`src/rtl/core/staggered_trapezoid_profile_generator_unit_assert.svh`:
```
// Assertion helpers for the profile generator. Each macro expects clk_i and
// rst_ni in the scope where it is used.
`ifndef STAGGERED_TRAPEZOID_PROFILE_GENERATOR_UNIT_ASSERT_SVH
`define STAGGERED_TRAPEZOID_PROFILE_GENERATOR_UNIT_ASSERT_SVH

// Same-cycle implication.
`define STPG_ASSERT_IMP(lbl, ante, cons, msg) \
  lbl: assert property (@(posedge clk_i) disable iff (!rst_ni) (ante) |-> (cons)) \
    else $error(msg);

// Next-cycle implication.
`define STPG_ASSERT_NXT(lbl, ante, cons, msg) \
  lbl: assert property (@(posedge clk_i) disable iff (!rst_ni) (ante) |=> (cons)) \
    else $error(msg);

`endif

```
`src/rtl/core/stpg_ram.sv`:
```
`default_nettype none
module stpg_ram #(
  parameter int unsigned WIDTH = 64,
  parameter int unsigned DEPTH = 8,
  localparam int unsigned AW = (DEPTH > 1) ? $clog2(DEPTH) : 1
) (
  input  wire logic             clk_i,
  input  wire logic             we_i,
  input  wire logic [AW-1:0]    waddr_i,
  input  wire logic [WIDTH-1:0] wdata_i,
  input  wire logic [AW-1:0]    raddr_i,
  output logic      [WIDTH-1:0] rdata_o
);

  logic [WIDTH-1:0] mem_q [DEPTH];

  always_ff @(posedge clk_i) begin
    if (we_i) begin
      mem_q[waddr_i] <= wdata_i;
    end
    rdata_o <= mem_q[raddr_i];
  end

endmodule
`default_nettype wire

```
`config.mk`:
```
export PLATFORM = sky130hd
export DESIGN_NAME = stpg_ram
export DESIGN_NICKNAME = d
export VERILOG_FILES = /design/src/rtl/core/staggered_trapezoid_profile_generator_unit_assert.svh /design/src/rtl/core/stpg_ram.sv
export SDC_FILE = /design/constraint.sdc
export NUM_CORES = 1
export LEC_CHECK = 0
export BUFFER_PORTS_ARGS = -buffer_cell sky130_fd_sc_hd__buf_4
export CORE_MARGIN = 2
export CORE_UTILIZATION = 59
export CTS_BUF_LIST = sky130_fd_sc_hd__clkbuf_4 sky130_fd_sc_hd__clkbuf_8
export DETAILED_ROUTE_END_ITERATION = 10
export GPL_TIMING_DRIVEN = 0
export MAX_ROUTING_LAYER = met4
export PLACE_DENSITY = 0.78
export REMOVE_ABC_BUFFERS = 1
export SYNTH_ARGS = -nofsm -noshare
export SYNTH_HDL_FRONTEND = slang
export SYNTH_SLANG_ARGS = --single-unit
```
`constraint.sdc`:
```
create_clock -name clk_i -period 14.5 [get_ports clk_i]
set_input_delay 0.725 -clock clk_i [delete_from_list [all_inputs] [get_ports clk_i]]
set_output_delay 0.725 -clock clk_i [all_outputs]
set_load 0.02 [all_outputs]
```
Yosys cells after proc, flatten, opt, wreduce, memory -nomap -nowiden
Memories as Yosys holds them, arrays and structs flattened. A register that Yosys moved wholly into a read port is not among the register bits.
Cells that the tools add are included.

word-level totals
  register bits = 0
  bits in latches = 0
  memory bits (writable) = 512
  ROM bits = 0
  input port bits = 72
  output and inout bits = 64
  logic and storage cells = 3
  memories kept = 1

operators by class
  $add $sub $neg = 0
  $mul = 0
  div/mod/pow operators = 0
  $lt $le $gt $ge = 0
  equality and inequality tests = 0
  shift-type cells = 0
  multiplexer cells = 2
  bitwise gates (word level) = 0
  reduce and logical (&&, ||, !) cells = 0

memory list
  memory  words  width  rd ports  clocked after Yosys merged registers in  write ports  line            RTL
  mem_q   8      64     1         1                                        1            stpg_ram.sv:15  logic [WIDTH-1:0] mem_q [DEPTH];

operators by type and width
  cell              count
  2-to-1 mux 1 bit  2

Logic depth before layout (Yosys ltp)
Gate-level depths: netlist (run 1).

  word-level depth = 2
  mapped depth = 4
  mapped depth without buffers = 2

Worst setup path before layout (run 1)
OpenSTA, ideal clock, no wires.

  path type = input to register
  start point = input port waddr_i[2]
  end point = memory mem_q[0][0], enable pin
  setup time = 0.565 ns
  data arrival time = 5.255 ns
  data required time = 13.935 ns
  slack = 8.679 ns
  stages on the path = 2
  path buffers = 0
  path through = nand2b_1 -> nor3_1

RTL lines
  item         line            RTL
  from (decl)  stpg_ram.sv:9   input wire logic [AW-1:0] waddr_i,
  to (decl)    stpg_ram.sv:15

No word-level cell before the write port.

Worst setup path in the final report (run 1)
  start point = input port waddr_i[2]
  end point = memory mem_q[1][20], enable pin

No word-level cell before the write port.

==> results of run 1 <==
-- placed cells by master (no fill, tap or decap) --
| master | n |
|---|---|
| sky130_fd_sc_hd__edfxtp_1 | 512 |
| sky130_fd_sc_hd__buf_4 | 135 |
| sky130_fd_sc_hd__mux4_2 | 128 |
| sky130_fd_sc_hd__clkbuf_8 | 107 |
| sky130_fd_sc_hd__mux2_2 | 64 |
| sky130_fd_sc_hd__dfxtp_1 | 64 |
| sky130_fd_sc_hd__clkbuf_4 | 34 |
| sky130_fd_sc_hd__buf_6 | 13 |
| sky130_fd_sc_hd__buf_16 | 11 |
| sky130_fd_sc_hd__clkinv_2 | 10 |
| sky130_fd_sc_hd__buf_12 | 8 |
| sky130_fd_sc_hd__nor2_4 | 6 |
| sky130_fd_sc_hd__clkinv_1 | 6 |
| sky130_fd_sc_hd__nand2b_1 | 3 |
| sky130_fd_sc_hd__buf_8 | 3 |
| sky130_fd_sc_hd__nand2_1 | 2 |
| sky130_fd_sc_hd__nor3_2 | 2 |
| sky130_fd_sc_hd__diode_2 | 1 |
-- per-layer routing --
metal	track usage, %	vias to the layer above	part of all wire [%]
met3	5.28	62	6.4
met2	33.6	291	49
li1	-	3905	-
met5	-	-	0
met4	7.48	0	2.0
met1	30.3	4702	43
-- synthesized netlist by cell type --
cell	count
sky130_fd_sc_hd__buf_2	3
sky130_fd_sc_hd__nor2_1	6
sky130_fd_sc_hd__buf_6	11
sky130_fd_sc_hd__buf_4	3
sky130_fd_sc_hd__clkbuf_1	9
sky130_fd_sc_hd__nand2b_1	3
sky130_fd_sc_hd__nand2_1	2
sky130_fd_sc_hd__dfxtp_1	64
sky130_fd_sc_hd__nor3_1	2
sky130_fd_sc_hd__buf_1	9
sky130_fd_sc_hd__mux2_2	64
sky130_fd_sc_hd__mux4_2	128
sky130_fd_sc_hd__edfxtp_1	512
-- sequential cells by signal, summed over array words and instances (netlist names) --
signal / cells
mem_q: 512
rdata_o: 64
-- critical path: cells and delay by family --
family                 cells  cell delay (ps)
buffers and inverters      4              700
and+or+nand+nor            2             1080
-- per-stage QoR --
stage	setup WS [ps]	total power, mW	cells
floorplan	8680	2.03	781
CTS	12250	3.47	1563
global placement	3640	2.14	1371
detailed placement	11590	2.15	1406
finish	12250	3.44	1564
global route	12150	3.56	1564
-- power breakdown --
part           internal (mW)  switching, mW
Sequential              1.87         0.0190
Combinational          0.106          0.109
Clock                  0.751          0.576
Total                   2.73          0.704
-- cell type report --
type | instances | area, um^2 | share of cell area, %
Antenna cell | 1 | 2.50 | 0.0103
Timing Repair Buffer | 170 | 1670 | 6.83
Tap cell | 455 | 569 | 2.33
Clock buffer | 141 | 1730 | 7.08
Multi-Input combinational cell | 205 | 3720 | 15.2
Clock inverter | 16 | 72.6 | 0.297
Sequential cell | 576 | 16700 | 68.2
-- path summary, 6_finish.rpt --
check | endpoint | slack (ps) | depth (start not counted)
worst min register to register | rdata_o[32] | 670 | 2
worst max register to register | rdata_o[51] | 13230 | 2
worst max-delay path | mem_q[1][20] | 12250 | 6
worst min-delay path | mem_q[1][63] | 340 | 1
-- kinds of logic (layout without fill, tap and decap cells) --
logic type / Yosys count / after routing
buffers and inverters: 35 / 327
and+or+nand+nor: 13 / 13
muxes: 192 / 192
DFF: 576 / 576
other: 0 / 1
==> impl_summary.md, run 1 <==
Drt
The number of iterations in the first detailed-routing pass is 5. The detailed-route wire length per cell is 24.0 um. The number of DRC markers in iteration 0 is 823. The via density per instance is 5.73. The detail route stage leaves a number of antenna-violating nets equal to 0. The total number of vias is 8960. The remaining routing DRC violations is 0. The final layout contains routed wiring with a total length of 37500 um.

Critical path
The critical path data required time is 14800 ps. In this run the worst path has a maximum fanout of 22. The highest cell delay on the worst timing path is 800 ps. The worst setup path is captured at a register. The most used cell along the critical path is sky130_fd_sc_hd__buf_16. The critical path goes through buf_4, nand2b_1, nor2_4, buf_16, buf_16, buf_16. The worst setup path is of the primary input to register kind. The worst setup path is launched from a primary input. Data arrives at the worst endpoint at 2550 ps. The worst register-to-register path begins at mem_q[7][51]. The slowest stage of the critical path is the sky130_fd_sc_hd__nor2_4 cell. The critical path starts at waddr_i[2].

Floorplanning
The die is 191 um tall. The floorplan step defined a core boundary enclosing 0.0345 mm^2. The floorplan step set the die width to 191 um. The number of rows in the core area is 68.

During I/O placement, the number of pins put on the boundary was 136. The die covers 0.0363 mm^2. The initial standard-cell utilization of the core is 59.6%.

Timing
The total count of hold-check failures in the final report was 0. The number of max-slew violations in the final report came to 0. Final hold analysis gives a worst-case slack of 342 ps. The count of final setup violators is 0.

On the final layout, the worst clock skew is 12.2 ps. The transition at the pin with the smallest max-transition slack is 1150 ps. Based on the critical path, the design can be clocked at up to 444 MHz.

The final critical path takes up 15.5% of the cycle. The final critical-path required period is 2250 ps. The final total negative setup slack is 0 ps. Setup repair after global routing left no endpoint under its margin.

Headroom to the max-slew limit came out at 23.1%.

Synth
The number of instances in the synthesized netlist is 816. The area share of fa/ha/maj cells after synthesis is 0%. During synthesis, Yosys emitted a total of 0 warnings. Summing every instance area after synthesis gives 0.0205 mm^2. The complex-gate fraction of the synthesized area is 0%. The mean cell area of the mapped netlist is 25.2 um^2.

In the post-synthesis netlist, the biggest area contributors are sky130_fd_sc_hd__edfxtp_1, sky130_fd_sc_hd__mux4_2, sky130_fd_sc_hd__dfxtp_1. The top cell type's share of synthesized area is 74.8%. The simple-gate portion of the synthesized area is 0.286%.

The xor-xnor portion of the synthesized cell area is 0%. The total of flip-flops plus latches after synthesis is 576. The mux share of post-synthesis cell area is 17.5%. The synthesized design spends more area on one cell type than any other, namely sky130_fd_sc_hd__edfxtp_1.

After synthesis, the netlist uses 13 different library cells. Of the synthesized area, sequential elements account for 81.1%. The dominant combinational cell family by area after synthesis is multiplexers.

Clock tree
TritonCTS built the clock tree. The H-tree level count is 3. The post-CTS setup buffer count is 0.

Buffers inserted during clock tree synthesis total 87. The root cell of the clock tree is sky130_fd_sc_hd__clkbuf_8. The post-cts hold buffer count is 0. The maximum clock path buffer count is 3. After clock tree synthesis, the repair step resized 0 gates. Clock latency on the worst-skew pair, taken at its later pin, is 600 ps. Clock-pin slew was measured on the worst setup and hold paths at 60 ps. Clock tree synthesis found a total of 576 sinks.

Finish
Compared with the post-synthesis result, the final layout area differs by 18.8%. The net count of the finished layout is 1112. The layout filler cell count is 2005.

The finished cells cover 0.0244 mm^2. The post-route netlist has 47.0% of its cells at a drive strength greater than 1. Measured on the finished design, the core utilization comes to 70.8%.

Power
The areal power density over the cells is 141 mW/mm^2. Across the VDD grid, the largest voltage drop is 102 uV. In this run the static leakage power is 8.20 nW.

Hold path
The min-delay analysis places its worst path in the category primary input to register. The hold path startpoint is wdata_i[63].

Global route
The number of global-route vias before repair was 9713. Summed over all layers, the global routing overflow is 0. Entering global routing, the biggest net connects 86 pins. The number of antenna violations at the first check in global routing is 1. The global-route wire length before repair is 56500 um.

Global routing consumed, over all layers together, 22.2% of the routing resources.

Placed design
The routability congestion estimate from global placement is 0.661. Summed over all nets, the half-perimeter wirelength after detailed placement is 21900 um. The count of input and output buffers is 135. The post-detailed-placement cell area is 0.0226 mm^2.

Run
The max-capacitance violation count is 0.

Run status
The flow ran to the end, and the final reports show no timing, DRC or antenna violations.
Power figures use the tool's default switching activity.
==> run 2, diff against run 1 <==
ABC_AREA = 1   (was not set)
clock period = 2.2 ns   (was 14.5 ns; I/O delays follow)
==> run 2 against run 1 <==
Synthesized area increased by 15%. First-iteration DRC count up 64%. Synthesized cell count rose to 2.8 times the previous value. Sequential share of layout area decreased by 9.0 points. Critical path depth increased by 3. Cell count up 99%. Worst setup slack worse by 12000 ps. Clock power rose to 7.2 times the previous value. Register-to-register slack worse by 12000 ps. Via count grew 77%. Critical path type unchanged. Critical endpoint is now rdata_o[36]. Largest power group unchanged.
==> impl_summary.md, run 2 <==
Power
The register share of total power came to 52.2% (was 55.1%). The worst ir drop on vdd is 598 uV (was 102 uV). The proportion of total power due to net switching is 22.3% (was 20.5%). The static leakage came to 13.0 nW (was 8.20 nW). The power share of the clock group is 40.0% (was 38.6%). The areal power density over the cells is 850 mW/mm^2 (was 141 mW/mm^2). The power dissipated by switching net loads is 5.34 mW (was 704 uW). The total internal power was 18.6 mW (was 2.73 mW).

The combinational group share of total power is 7.8% (was 6.3%).

Timing
Derived from the worst setup path, the maximum achievable clock frequency is 508 MHz. RSZ-0062 raised after global routing: no (unchanged). The minimum hold slack is 56.6 ps (was 342 ps). The final worst-path setup slack is 232 ps (was 12250 ps).

The number of max-slew violations in the final report is 0 (unchanged). The count of final setup violators was 0 (unchanged). The total count of hold-check failures in the final report is 0 (unchanged). The final total negative setup slack is 0 ps (unchanged). Subtracting the final worst setup slack from the clock period gives 1970 ps.

The relative max-transition margin is 23.5% (was 23.1%). The final setup skew was 20.2 ps (was 12.2 ps). The transition at the pin with the smallest max-transition slack is 1150 ps (about the same). The worst path uses 89.5% of the clock period.

Finish
The flip-flop count of the largest register, all copies and words added is 512 (unchanged). The growth of design area from synthesis to finish is 18.9% (was 18.8%). The share of the core filled with cells came to 71.0% (was 70.8%). The net count of the finished layout is 2587 (was 1112). The most common cell after layout, fill and taps aside is sky130_fd_sc_hd__nand2_1 (was sky130_fd_sc_hd__edfxtp_1).

The largest register by flop count was mem_q (unchanged). The share of layout cells above drive strength 1 is 12.8% (was 47.0%). Highest-count cells in the layout ignoring fill and taps: sky130_fd_sc_hd__nand2_1, sky130_fd_sc_hd__inv_1, sky130_fd_sc_hd__edfxtp_1, sky130_fd_sc_hd__nand3_1, sky130_fd_sc_hd__buf_4 (was sky130_fd_sc_hd__edfxtp_1, sky130_fd_sc_hd__buf_4, sky130_fd_sc_hd__mux4_2, sky130_fd_sc_hd__clkbuf_8). The area taken by multi-input logic gates is 0.00452 mm^2 (was 0.00372 mm^2). Registers with the most flip-flops: mem_q (512), rdata_o (64) (unchanged). The sequential cell area came to 0.0167 mm^2 (unchanged). The layout filler cell count was 2621 (was 2005).

The final instance area is 0.0281 mm^2 (was 0.0244 mm^2).

Synth
The top cell type by total area after synthesis is sky130_fd_sc_hd__edfxtp_1 (unchanged). The dominant combinational cell family by area after synthesis is simple AND/OR/NAND/NOR gates (was multiplexers). The area share of fa/ha/maj cells after synthesis is 0% (unchanged). The simple-gate portion of the synthesized area is 18.8% (was 0.286%). Most common library cells after synthesis: sky130_fd_sc_hd__nand2_1, sky130_fd_sc_hd__inv_1, sky130_fd_sc_hd__edfxtp_1 (was sky130_fd_sc_hd__edfxtp_1, sky130_fd_sc_hd__mux4_2, sky130_fd_sc_hd__dfxtp_1, sky130_fd_sc_hd__mux2_2, sky130_fd_sc_hd__buf_6). Leading cell types by total area after synthesis: sky130_fd_sc_hd__edfxtp_1, sky130_fd_sc_hd__nand2_1, sky130_fd_sc_hd__inv_1 (was sky130_fd_sc_hd__edfxtp_1, sky130_fd_sc_hd__mux4_2, sky130_fd_sc_hd__dfxtp_1). The top cell type's share of synthesized area is 65.0% (was 74.8%).

The complex-gate fraction of the synthesized area is 0% (unchanged). The share of flip-flops with an asynchronous set or reset after synthesis came to 0% (unchanged). The xor-xnor portion of the synthesized cell area was 0% (unchanged). The most instantiated library cell after synthesis is sky130_fd_sc_hd__nand2_1 (was sky130_fd_sc_hd__edfxtp_1). The count of yosys warnings during synthesis is 0 (unchanged). The total of flip-flops plus latches after synthesis is 576 (unchanged).

The unique cell type count in the Yosys netlist came to 12 (was 13). The part of the Yosys area used for sequential elements is 70.4% (was 81.1%). The number of synthesized flops with an enable pin is 512 (unchanged). The commonest register cell after synthesis is sky130_fd_sc_hd__edfxtp_1 (unchanged). The number of instances in the synthesized netlist is 2294 (was 816). The post-synth design cell area is 0.0237 mm^2 (was 0.0205 mm^2). The mean cell area of the mapped netlist is 10.3 um^2 (was 25.2 um^2). The mux share of post-synthesis cell area is 0% (was 17.5%).

Clock tree
The clock network latency to the later pin of the worst-skew pair came to 640 ps (was 600 ps). The number of buffers added by the clock tree synthesis step was 89 (was 87). The maximum clock path buffer count is 3 (unchanged). The TritonCTS clock tree is yes (unchanged). The root cell of the clock tree is sky130_fd_sc_hd__clkbuf_8 (unchanged). The H-tree level count was 3 (unchanged). The clock input transition at the sequential cells of the worst setup and hold paths came to 60 ps (about the same).

The total number of clock tree sinks is 576 (unchanged).

Drt
The detailed-route wire length per cell was 16.6 um (was 24.0 um). The total wire length is 51900 um (was 37500 um). The number of routed nets with antenna violations is 0 (unchanged). The total number of vias came to 15800 (was 8960). The number of iterations in the first detailed-routing pass is 5 (unchanged). The number of DRC markers in iteration 0 is 1351 (was 823). The via density per instance is 5.07 (was 5.73). The remaining routing DRC violations came to 0 (unchanged).

Placed design
The post-detailed-placement cell area is 0.0255 mm^2 (was 0.0226 mm^2). The half-perimeter wire length after detailed placement is 28200 um (was 21900 um). The worst setup slack before clock tree synthesis is -514 ps (was 11590 ps). The count of input and output buffers is 135 (unchanged). The routability congestion estimate from global placement is 0.730 (was 0.661).

Critical path
The critical path data required time is 2710 ps (was 14800 ps). The type of the worst setup path is primary input to register (unchanged). The capturing element type of the critical path is a register (unchanged). The largest fanout of any net on the critical path came to 141 (was 22). The depth of the worst register-to-register path came to 6 (was 2).

The setup slack on the worst flop-to-flop path came to 1170 ps (was 13230 ps). The kind of start point of the critical path is a primary input (unchanged). The data arrival time of the critical path is 2480 ps (was 2550 ps).

Global route
The number of antenna violations at the first check in global routing came to 3 (was 1). The total global routing overflow came to 0 (unchanged). The number of global-route vias before repair is 15900 (was 9713). The global-route wire length before repair is 80900 um (was 56500 um). The pin count of the biggest net entering global routing was 142 (was 86). The total track usage is 26.1% (was 22.2%).

Floorplanning
The number of ports placed on the die boundary came to 136 (unchanged). The die width is 204 um (was 191 um). The overall die area is 0.0417 mm^2 (was 0.0363 mm^2). The die extent in y is 204 um (was 191 um). The initial standard-cell utilization of the core is 59.7% (was 59.6%).

The number of rows in the core area is 73 (was 68). The area inside the core boundary is 0.0396 mm^2 (was 0.0345 mm^2).

Run status
Run status: finished clean (unchanged).

Hold path
The classification of the worst-slack hold path is primary input to register (unchanged). The depth of the worst hold-timing path is 5 (was 1).

Run
The max-capacitance violation count is 0 (unchanged).
[run 2: cell types whose count changed after synthesis, sizes merged]
cell / delta
nand2: +836
mux2: -64
buf: +63
mux4: -128
nand3: +256
inv: +518
nor2: +2
nand2b: -3
nor3: -2
[run 2: repair_timing]
item | 4_1_cts | 5_1_grt
setup endpoints to repair | 0 | 25
setup buffers | 0 | 0
hold buffers | 64 | 0
endpoints found under the hold margin | 512 | 0
resized for setup | 0 | 1
[run 2: final timing paths]
check,start,endpoint
worst min-delay path,raddr_i[1],rdata_o[28]
worst max-delay path,raddr_i[0],rdata_o[36]
worst min register to register,mem_q[0][28],rdata_o[28]
worst max register to register,mem_q[2][36],rdata_o[36]
[run 2: per-stage QoR]
| stage | cells | total power, mW |
|---|---|---|
| 3_5_place_dp | 2885 | 14.5 |
| 4_1_cts | 3117 | 24.0 |
| 3_3_place_gp | 2856 | 14.4 |
| 5_1_grt | 3120 | 24.8 |
| 2_1_floorplan | 2196 | 13.6 |
| 6_report | 3120 | 23.9 |
[run 2: per-layer routing]
layer	vias to the layer above	track usage [%]	routed length, um
li1	7580	-	-
met3	153	4.29	3770
met1	7462	31.7	20300
met2	637	43.2	26200
met4	0	11.6	1640
met5	-	-	0
[run 2: worst max-delay path: stages]
cell and delay [ps]:
sky130_fd_sc_hd__buf_12 200, sky130_fd_sc_hd__buf_16 310, sky130_fd_sc_hd__inv_8 640, sky130_fd_sc_hd__buf_16 500
sky130_fd_sc_hd__nand2_1 130, sky130_fd_sc_hd__nand3_1 120, sky130_fd_sc_hd__nand2_1 80, sky130_fd_sc_hd__nand2_1 80
sky130_fd_sc_hd__nand2_1 120
[run 2: kinds of logic after synthesis]
kind of cell,Yosys count
buffers and inverters,616
DFF,576
and+or+nand+nor,1102
[run 2: power groups by stage]
stage | combinational, mW | clock [mW] | sequential [mW]
detailed placement | 1.75 | 0 | 12.7
global placement | 1.65 | 0 | 12.7
floorplan | 0.725 | 0 | 12.8
finish | 1.87 | 9.57 | 12.5
CTS | 1.87 | 9.69 | 12.5
global route | 2.06 | 10.2 | 12.5
[run 2: area by class of cell]
cell class | instances | share of cell area [%]
sequential | 576 | 59.2
multi-input combinational | 1102 | 16.1
timing repair buffer | 228 | 8.40
inverter | 518 | 6.96
clock buffer | 142 | 6.26
tap | 525 | 2.33
clock inverter | 26 | 0.778
antenna | 3 | 0.0267
==> run 3, diff against run 2 <==
RECOVER_POWER = 100   (was not set)
==> run 3 against run 2 <==
The flow now finishes with violations (max-capacitance violations, max-slew violations). Global-route usage stayed put. Via count is 0.20% higher. Clock power hardly changed. Wire length is 0.10% lower. Flip-flop and latch count stayed put. Maximum frequency is 7.9% lower. Non-clock buffer count stayed put. Sequential power hardly changed. Clock-buffer cell count stayed put.
==> impl_summary.md, run 3 (same netlist as run 2, synthesis figures left out) <==
Timing
The final total negative setup slack was 0 ps (unchanged). The final critical-path share of the clock period came to 97.1% (was 89.5%). The transition at the pin with the smallest max-transition slack is 1900 ps (was 1150 ps). The relative max-transition margin was -26.9% (was 23.5%). The final setup skew came to 18.0 ps (was 20.2 ps). The final critical-path required period is 2140 ps (was 1970 ps). The final worst-path setup slack is 64.4 ps (was 232 ps).

The count of final setup violators is 0 (unchanged). The number of max-slew violations in the final report is 44 (was 0). The fmax was 468 MHz (was 508 MHz). The total count of hold-check failures in the final report is 0 (unchanged). RSZ-0062 raised after global routing: no (unchanged).

Clock tree
The clock network latency to the later pin of the worst-skew pair came to 640 ps (about the same). The TritonCTS clock tree is yes (unchanged). The clock input transition at the sequential cells of the worst setup and hold paths came to 60 ps (about the same).

The H-tree level count was 3 (unchanged). The root cell of the clock tree is sky130_fd_sc_hd__clkbuf_8 (unchanged). The maximum clock path buffer count came to 3 (unchanged). The number of buffers added by the clock tree synthesis step is 89 (unchanged). The total number of clock tree sinks was 576 (unchanged).

Global route
The met1 global-route usage is 31.7% (unchanged). The number of global-route vias before repair is 15900 (unchanged). The total global routing overflow was 0 (unchanged). The global routing usage on met3 is 4.29% (unchanged). The pin count of the biggest net entering global routing was 142 (unchanged). The most crowded layer after global routing is met2 (unchanged). The global-route wire length before repair is 80900 um (unchanged). The number of antenna violations at the first check in global routing is 3 (unchanged).

The total track usage is 26.1% (unchanged). The fraction of met2 tracks used by global routing is 43.2% (unchanged).

Hold path
The classification of the worst-slack hold path was primary input to register (unchanged).

Critical path
The start point of the critical path is raddr_i[0] (unchanged). The largest fanout of any net on the critical path came to 141 (unchanged). The setup slack on the worst flop-to-flop path is 1170 ps (about the same).

The highest cell delay on the worst timing path was 630 ps (was 640 ps). Crit-path cells: buf_12, buf_16, inv_8, buf_12, nand2_1, nand3_1, nand2_1, nand2_1, nand2_1 (was buf_12, buf_16, inv_8, buf_16, nand2_1, nand3_1, nand2_1, nand2_1, nand2_1). The most used cell along the critical path was sky130_fd_sc_hd__nand2_1 (unchanged). The capturing point of the worst reg2reg path is rdata_o[36] (unchanged). The capturing element type of the critical path was a register (unchanged). The data arrival time of the critical path came to 2650 ps (was 2480 ps). The start of the worst register-to-register path is mem_q[2][36] (unchanged).

The depth of the worst register-to-register path was 6 (unchanged). The kind of start point of the critical path is a primary input (unchanged). The critical path data required time was 2710 ps (about the same). The capture point of the critical path is rdata_o[36] (unchanged). The cell at the slowest stage of the critical path was sky130_fd_sc_hd__inv_8 (unchanged). The type of the worst setup path is primary input to register (unchanged).

Placed design
The half-perimeter wire length after detailed placement was 28200 um (unchanged). The placed cell count was 2885 (unchanged). The post-detailed-placement cell area is 0.0255 mm^2 (unchanged). The worst setup slack before clock tree synthesis is -514 ps (unchanged). The count of input and output buffers came to 135 (unchanged). The routability congestion estimate from global placement was 0.730 (unchanged).

Finish
The share of the core filled with cells came to 69.2% (was 71.0%). The largest register by flop count was mem_q (unchanged). The flip-flop count of the largest register, all copies and words added is 512 (unchanged). The share of layout cells above drive strength 1 is 7.56% (was 12.8%).

The most common cell after layout, fill and taps aside is sky130_fd_sc_hd__nand2_1 (unchanged). The growth of design area from synthesis to finish was 16.0% (was 18.9%). The layout filler cell count is 2766 (was 2621).

Highest-count cells in the layout ignoring fill and taps: sky130_fd_sc_hd__nand2_1, sky130_fd_sc_hd__inv_1, sky130_fd_sc_hd__edfxtp_1, sky130_fd_sc_hd__nand3_1, sky130_fd_sc_hd__clkbuf_1 (was sky130_fd_sc_hd__nand2_1, sky130_fd_sc_hd__inv_1, sky130_fd_sc_hd__edfxtp_1, sky130_fd_sc_hd__nand3_1, sky130_fd_sc_hd__buf_4). The net count of the finished layout was 2587 (unchanged). The final cell count without fillers came to 3120 (unchanged). Registers with the most flip-flops: mem_q (512), rdata_o (64) (unchanged). The final instance area is 0.0274 mm^2 (was 0.0281 mm^2).

Power
The worst ir drop on vdd is 593 uV (was 598 uV). The static leakage is 12.5 nW (was 13.0 nW). The areal power density over the cells was 865 mW/mm^2 (was 850 mW/mm^2).

Floorplanning
The number of ports placed on the die boundary is 136 (unchanged). The initial standard-cell utilization of the core is 59.7% (unchanged). The number of rows in the core area is 73 (unchanged). The area inside the core boundary is 0.0396 mm^2 (unchanged).

The die width is 204 um (unchanged). The die extent in y is 204 um (unchanged). The overall die area is 0.0417 mm^2 (unchanged).

Drt
The number of routed nets with antenna violations is 0 (unchanged). The detailed-route wire length per cell is 16.6 um (about the same). The number of DRC markers in iteration 0 is 1302 (was 1351). The via density per instance is 5.08 (was 5.07). The number of iterations in the first detailed-routing pass was 5 (unchanged). The remaining routing DRC violations is 0 (unchanged). The total wire length is 51900 um (about the same). The total number of vias is 15900 (was 15800).

Run status
Run status: finished, violations left (was finished clean). The final reports fail on max-capacitance violations, max-slew violations.

Run
The max-capacitance violation count is 4 (was 0).
-- run 3: changes by cell type in the layout (fill, tap and decap cells not counted), moves of 2 or more --
cell / change
sky130_fd_sc_hd__clkbuf_2: +5
sky130_fd_sc_hd__nor2_1: +7
sky130_fd_sc_hd__clkbuf_1: +129
sky130_fd_sc_hd__nor2_4: -8
sky130_fd_sc_hd__clkbuf_4: +2
sky130_fd_sc_hd__buf_12: -4
sky130_fd_sc_hd__buf_16: -5
sky130_fd_sc_hd__buf_4: -128
-- run 3: area by class of cell --
cell class	count	area [um^2]	share of cell area, %
well taps	525	657	2.39
diodes	3	7.51	0.0274
inverters	518	1960	7.14
multi-input cells	1102	4460	16.3
repair buffers	228	1720	6.27
clock buffers	142	1760	6.42
flip-flops and latches	576	16700	60.7
clock inverters	26	219	0.798
-- run 3: power breakdown --
part / internal (mW) / total, mW / switching, mW
clock network: 5.54 / 9.56 / 4.02
logic: 0.506 / 1.69 / 1.19
registers: 12.4 / 12.5 / 0.122
total: 18.4 / 23.7 / 5.33
-- run 3: worst min-delay path by stage --
stage | from | end | cells after the start
after detailed placement | wdata_i[21] | mem_q[3][21] | 1
after global routing | raddr_i[1] | rdata_o[37] | 5
after global placement | wdata_i[19] | mem_q[2][19] | 1
after CTS | raddr_i[1] | rdata_o[3] | 5
final | raddr_i[1] | rdata_o[28] | 5
after floorplan | wdata_i[0] | mem_q[0][0] | 0
-- run 3: critical path, delay by kind of cell --
kind,cells,cell delay (ps)
and+or+nand+nor,5,530
buffers and inverters,4,1700
-- run 3: metal layers --
metal	vias up	wire length, um
met1	7468	20200
met2	666	26200
met4	0	1620
met5	-	0
li1	7574	-
met3	156	3870
-- run 3: repair_timing --
action | in CTS | in global routing
setup endpoints to repair | 0 | 25
buffers inserted | 0 | 0
hold buffers | 64 | 0
resized for setup | 0 | 1
hold endpoints to repair | 512 | 0
-- run 3: per-stage QoR --
stage	hold WS (ps)	total power, mW
after floorplan	209	13.6
after global placement	338	14.4
after detailed placement	339	14.5
after CTS	9.78	24.0
after global routing	71.0	24.6
final	59.5	23.7
